==> config.mk <==
export PLATFORM = sky130hd
export DESIGN_NAME = qpht_front
export DESIGN_NICKNAME = d
export VERILOG_FILES = /design/src/qpht_pkg.sv /design/src/qpht_front.sv
export SDC_FILE = /design/constraint.sdc
export NUM_CORES = 1
export LEC_CHECK = 0
export BUFFER_PORTS_ARGS = -buffer_cell sky130_fd_sc_hd__buf_2
export CORE_MARGIN = 2
export CORE_UTILIZATION = 47
export CTS_BUF_LIST = sky130_fd_sc_hd__clkbuf_4
export DETAILED_ROUTE_END_ITERATION = 8
export GPL_ROUTABILITY_DRIVEN = 0
export HOLD_SLACK_MARGIN = 0.05
export PLACE_DENSITY = 0.68
export SETUP_SLACK_MARGIN = 0.3
export SYNTH_ARGS = -nofsm -noshare
export SYNTH_HDL_FRONTEND = slang
export SYNTH_SLANG_ARGS = --single-unit
export TNS_END_PERCENT = 50
==> constraint.sdc <==
create_clock -name clk -period 6.5 [get_ports clk]
set_input_delay 1.3 -clock clk [delete_from_list [all_inputs] [get_ports clk]]
set_output_delay 1.3 -clock clk [all_outputs]
set_load 0.01 [all_outputs]
==> src/qpht_pkg.sv <==
// Package for the quadratic probe hash table: sizes, codes and the word type
// passed from the front end to the probe engine. No dependencies.
package qpht_pkg;
	localparam int SLOTS = 1021;
	localparam int KEY_BITS = 64;
	localparam int SLOT_W = $clog2(SLOTS);
	// The probe count must hold SLOTS itself.
	localparam int CNT_W = $clog2(SLOTS + 1);
	localparam int FIFO_DEPTH = 2;
	// Scaled reciprocal for key_hash mod SLOTS: floor(2^(32+SLOT_W) / SLOTS) + 1.
	// The quotient (hash * MAGIC) >> MAGIC_SH is exact for every 32-bit hash
	// when SLOTS is not a power of two.
	localparam int MAGIC_SH = 32 + SLOT_W;
	localparam logic [32:0] MAGIC = 33'((64'd1 << MAGIC_SH) / 64'(SLOTS) + 64'd1);

	typedef enum logic [0:0] {
		FUNC_INSERT = 1'b0,
		FUNC_LOOKUP = 1'b1
	} func_t;

	typedef enum logic [1:0] {
		ST_STORED = 2'd0,
		ST_FOUND = 2'd1,
		ST_NOT_FOUND = 2'd2,
		ST_FULL = 2'd3
	} status_t;

	typedef struct packed {
		func_t func;
		logic [KEY_BITS-1:0] key;
		logic [SLOT_W-1:0] home;
		logic [31:0] value;
	} req_t;
endpackage

==> src/qpht_front.sv <==
// Front end: accepts command words, reduces the hash to the home slot with a
// reciprocal multiplication, and pushes the request into a short queue.
// Depends on qpht_pkg.
module qpht_front (
	input logic clk,
	input logic arst_n,
	input logic push,
	output logic full,
	input logic func,
	input logic [63:0] key,
	input logic [31:0] key_hash,
	input logic signed [31:0] value,
	output logic req_valid,
	input logic req_take,
	output qpht_pkg::req_t req
);
	// Phase 0 registers the product; phase 1 forms rem and enqueues.
	logic busy_q;
	logic phase_q;
	logic [31:0] hash_q;
	logic [64:0] prod_q;
	qpht_pkg::req_t hold_q;
	logic [31:0] quot;
	logic [31:0] rem;
	qpht_pkg::req_t enq_word;
	qpht_pkg::req_t fifo_q [qpht_pkg::FIFO_DEPTH];
	logic [1:0] count_q;
	logic rd_q, wr_q;
	logic enq, deq;

	assign quot = 32'(prod_q >> qpht_pkg::MAGIC_SH);
	assign rem = hash_q - quot * 32'(qpht_pkg::SLOTS);
	assign full = busy_q;
	assign enq = busy_q && phase_q && count_q != 2'(qpht_pkg::FIFO_DEPTH);
	assign deq = req_take && req_valid;
	assign req_valid = count_q != 2'd0;
	assign req = fifo_q[rd_q];

	always_comb begin
		enq_word = hold_q;
		enq_word.home = rem[qpht_pkg::SLOT_W-1:0];
	end

	always_ff @(posedge clk or negedge arst_n) begin
		if (!arst_n) begin
			busy_q <= 1'b0;
			phase_q <= 1'b0;
			count_q <= '0;
			rd_q <= 1'b0;
			wr_q <= 1'b0;
		end else begin
			if (push && !busy_q) begin
				busy_q <= 1'b1;
				phase_q <= 1'b0;
			end else if (busy_q && !phase_q) begin
				phase_q <= 1'b1;
			end else if (enq) begin
				busy_q <= 1'b0;
			end
			if (enq) wr_q <= !wr_q;
			if (deq) rd_q <= !rd_q;
			count_q <= count_q + {1'b0, enq} - {1'b0, deq};
		end
	end

	always_ff @(posedge clk) begin
		if (push && !busy_q) begin
			hash_q <= key_hash;
			hold_q.func <= qpht_pkg::func_t'(func);
			hold_q.key <= key[qpht_pkg::KEY_BITS-1:0];
			hold_q.home <= '0;
			hold_q.value <= value;
		end
		if (busy_q && !phase_q) prod_q <= {33'b0, hash_q} * {32'b0, qpht_pkg::MAGIC};
		if (enq) fifo_q[wr_q] <= enq_word;
	end
endmodule

==> metrics.md <==
| Metric | Value |
|---|---|
| Busiest grt layer | `met2` |
| Final setup fails | `0` |
| Largest net degree at the start of global routing | `77` |
| Met1 Usage GRT | `0.254` |
| CTS Sinks | `359` |
| Part of the Yosys area used for sequential elements | `0.443` |
| Root Buffer | `clkbuf_4` |
| Residual DRC | `0` |
| Fillers | `4143` |
| Total grt overflow | `0` |
| CP endpoint kind | `register` |
| Layout cells sized above 1 | `0.312` |
| Core ar. | `51200 µm²` |
| Met3 usage | `0.0464` |
| Main flop type after synthesis | `edfxtp_1` |
| Worst path required time | `between 7 and 8 ns` |
| Post-Syn Nets | `2474` |
| Post-Synth Adder-Cell Area | `0.366` |
| Post-detail-place hpwl | `43900 µm` |
| CP startpoint kind | `register` |
| Distinct cell type count after synthesis | `60` |
| CTS tree | `built` |
| Syn Inst Count | `1761` |
| WL per Instance | `19.0 µm` |
| Antenna violations before repair | `5` |
| Hold crit path type | `input port to async pin` |
| Worst path cell trace | `ha_4 -> inv_2 -> fa_1 -> inv_2 -> fa_2 -> inv_2 -> fa_2 -> fa_1 -> fa_2 -> fa_1 -> inv_2 -> ha_4 -> ha_4 -> and2_4 -> and4_4 -> and4_4 -> a221o_1 -> o31a_1 -> a211o_1 -> xor2_1` |
| Crit share post-route | `0.959` |
| Asr flop ratio synth | `0.0167` |
| Vias in the first global route | `15600` |
| First-pass DRT Iterations | `5` |
| Max-cap viol count | `0` |
| Xor and xnor area share after synthesis | `0.0162` |
| Relative slew slack | `0.293` |
| Fin. max-slew vios | `0` |
| DRT Wirelength | `between 50000 and 60000 µm` |
| Initial drt markers | `746` |
| Clk slew on worst S/H paths | `0.06 ns` |
| Htree depth | `3` |
| Cell Area, Synth | `24300 µm²` |
| GRT met2 Usage | `0.354` |
| Setup TNS | `0 ns` |
| Post-synthesis simple-gate area fraction | `0.0206` |
| Number of CTS-inserted buffers | `91` |
| First-pass GRT wire length | `84200 µm` |
| Post-layout util | `0.566` |
| Fin. Hold Viols | `0` |
| Die area | `~54000 µm²` |
| DRT antenna net count | `0` |
| Clock Latency Late Sink | `0.87 ns` |
| Crit Path Category | `register to register` |
| IO Pins | `between 200 and 250` |
| PortBufs | `241` |
| Fmax | `160 MHz` |
| Die span in x | `231 µm` |
| # rows | `between 80 and 90` |
| Status | `complete, no violations` |
| Largest family of logic cells by synthesized area | `adder cells` |
| Die Span Y | `about 230 µm` |
| Vias/cell | `5.00` |
| Number of synthesis warnings | `0` |
| Post-synthesis mux area share | `0.0505` |
| Crit Path Max Fanout | `4` |
| Setup slack, reg-to-reg | `0.27 ns` |
| Initial Util | `0.474` |
| GRT Total Usage | `0.209` |
| Max Clock Skew | `0.0906 ns` |
| CTS Buffer Depth | `3` |
| Worst-Margin Slew | `1.06 ns` |
| Avg Inst Size Synth | `~14 µm²` |
| Worst reg2reg path depth | `20` |
| Crit path DAT | `6.84 ns` |
| Vias | `14700` |
| Commonest non-fill, non-tap cell in the layout | `inv_1` |
| Slowest cell delay on critical path | `between 0.5 and 0.6 ns` |
| Tmin final | `6.23 ns` |
| Area Overhead vs Synth | `19.2%` |
| Most frequent cells in the layout | `inv_1, edfxtp_1, ha_1` |
| Crit path max-delay cell type | `fa_1` |
| EDFF count, synth | `353` |
| Compound-Gate Fraction of Synth Area | `0.0341` |
| CP dominant cell by count | `inv_2` |
| Post-layout nets | `2899` |
| RSZ-0062 raised after global routing | `true` |
| Synth Register Bits | `359` |
path summary, 6_finish.rpt:
check,from,to
max,hash_q[29],prod_q[44]
min,arst_n,wr_q
max reg2reg,hash_q[29],prod_q[44]
min reg2reg,enq_word[92],fifo_q[1][92]
max in group asynchronous,arst_n,rd_q
min in group clk,enq_word[92],fifo_q[1][92]
per-layer routing:
layer / part of all wire / wire length [µm] / vias to the layer above
met5: 0 / 0 / -
li1: - / - / 6837
met4: 0.039 / 2190 / 0
met3: 0.058 / 3220 / 116
met1: 0.41 / 22900 / 7296
met2: 0.49 / 27600 / 423
kinds of logic (layout without fill, tap and decap cells):
logic type,Yosys count,in the layout
compound gates,125,125
buf+inv,451,937
other cells,0,8
simple gates,92,92
mux,109,109
fa+ha+maj,580,580
xor+xnor,45,45
flops,359,359
final cells by class:
cell class / instances / area, µm² / area share
inverter: 439 / 1650 / 0.0570
sequential: 359 / 10800 / 0.371
clock buffer: 135 / 1010 / 0.0350
clock inverter: 19 / 134 / 0.00462
antenna: 8 / 20.0 / 0.000691
multi-input combinational: 951 / 12500 / 0.433
timing repair buffer: 344 / 2000 / 0.0691
tap: 680 / 851 / 0.0294
flip-flops by register name, indices dropped and copies added, names as in the netlist:
register  flops
enq_word     97
full          1
fifo_q      214
rd_q          1
prod_q       10
count_q       2
hash_q       32
phase_q       1
wr_q          1
through the flow:
step | hold WS (ns) | cells | cell area (µm²) | setup slack (ns)
5_1_grt | 0.215 | 2935 | 29000 | 0.105
3_3_place_gp | 0.422 | 2728 | 26800 | 0.117
3_5_place_dp | 0.429 | 2728 | 26800 | 0.0615
2_1_floorplan | 0.421 | 1761 | 24300 | 0.268
6_report | 0.287 | 2935 | 29000 | 0.267
4_1_cts | 0.210 | 2906 | 28400 | 0.280
repair_timing:
| action | 4_1_cts | 5_1_grt |
|---|---|---|
| pin swaps | 18 | 44 |
| buffers inserted | 24 | 21 |
| resized for setup | 48 | 58 |
| hold buffers | 0 | 0 |
| endpoints found under the setup margin | 10 | 10 |
Yosys cell counts (all sizes together) (2+ instances only):
cell type    n  area share
o21ai       22      0.0045
o21bai       4      0.0012
nor3         5      0.0010
a21boi       6      0.0019
nand2b       2     0.00051
o21a         7      0.0022
mux2       108       0.050
a211oi       3     0.00093
edfxtp     353        0.44
a31oi        3     0.00077
clkbuf      11      0.0017
nor2        23      0.0042
dfrtp        6      0.0062
and3         7      0.0019
o2111ai      2     0.00072
o311a        2     0.00088
nor3b        2     0.00062
xnor2       36       0.013
or2          2     0.00052
ha         361        0.19
fa         219        0.18
and2         7      0.0022
a211o        3      0.0011
o211ai       3     0.00093
nand3       11      0.0023
a21oi       41      0.0088
a221oi       2     0.00072
xor2         9      0.0032
a41oi        2     0.00072
nand2       19      0.0029
a21o        15      0.0046
nor2b        4      0.0010
nand3b       2     0.00062
inv        439       0.068
and4         6      0.0023
worst max-delay path, delay by kind of cell, from the launching register on:
family                   cells  cell delay [ns]
buffers and inverters        4             0.17
AND/OR/NAND/NOR              3             0.49
flip-flops                   1             0.48
adder cells (fa/ha/maj)      9             3.79
AO/OA/AOI/OAI                3             0.93
XOR/XNOR                     1             0.14
Power is not shown: default switching activity piles up to over one toggle a cycle in this logic, so the estimate is an artifact.
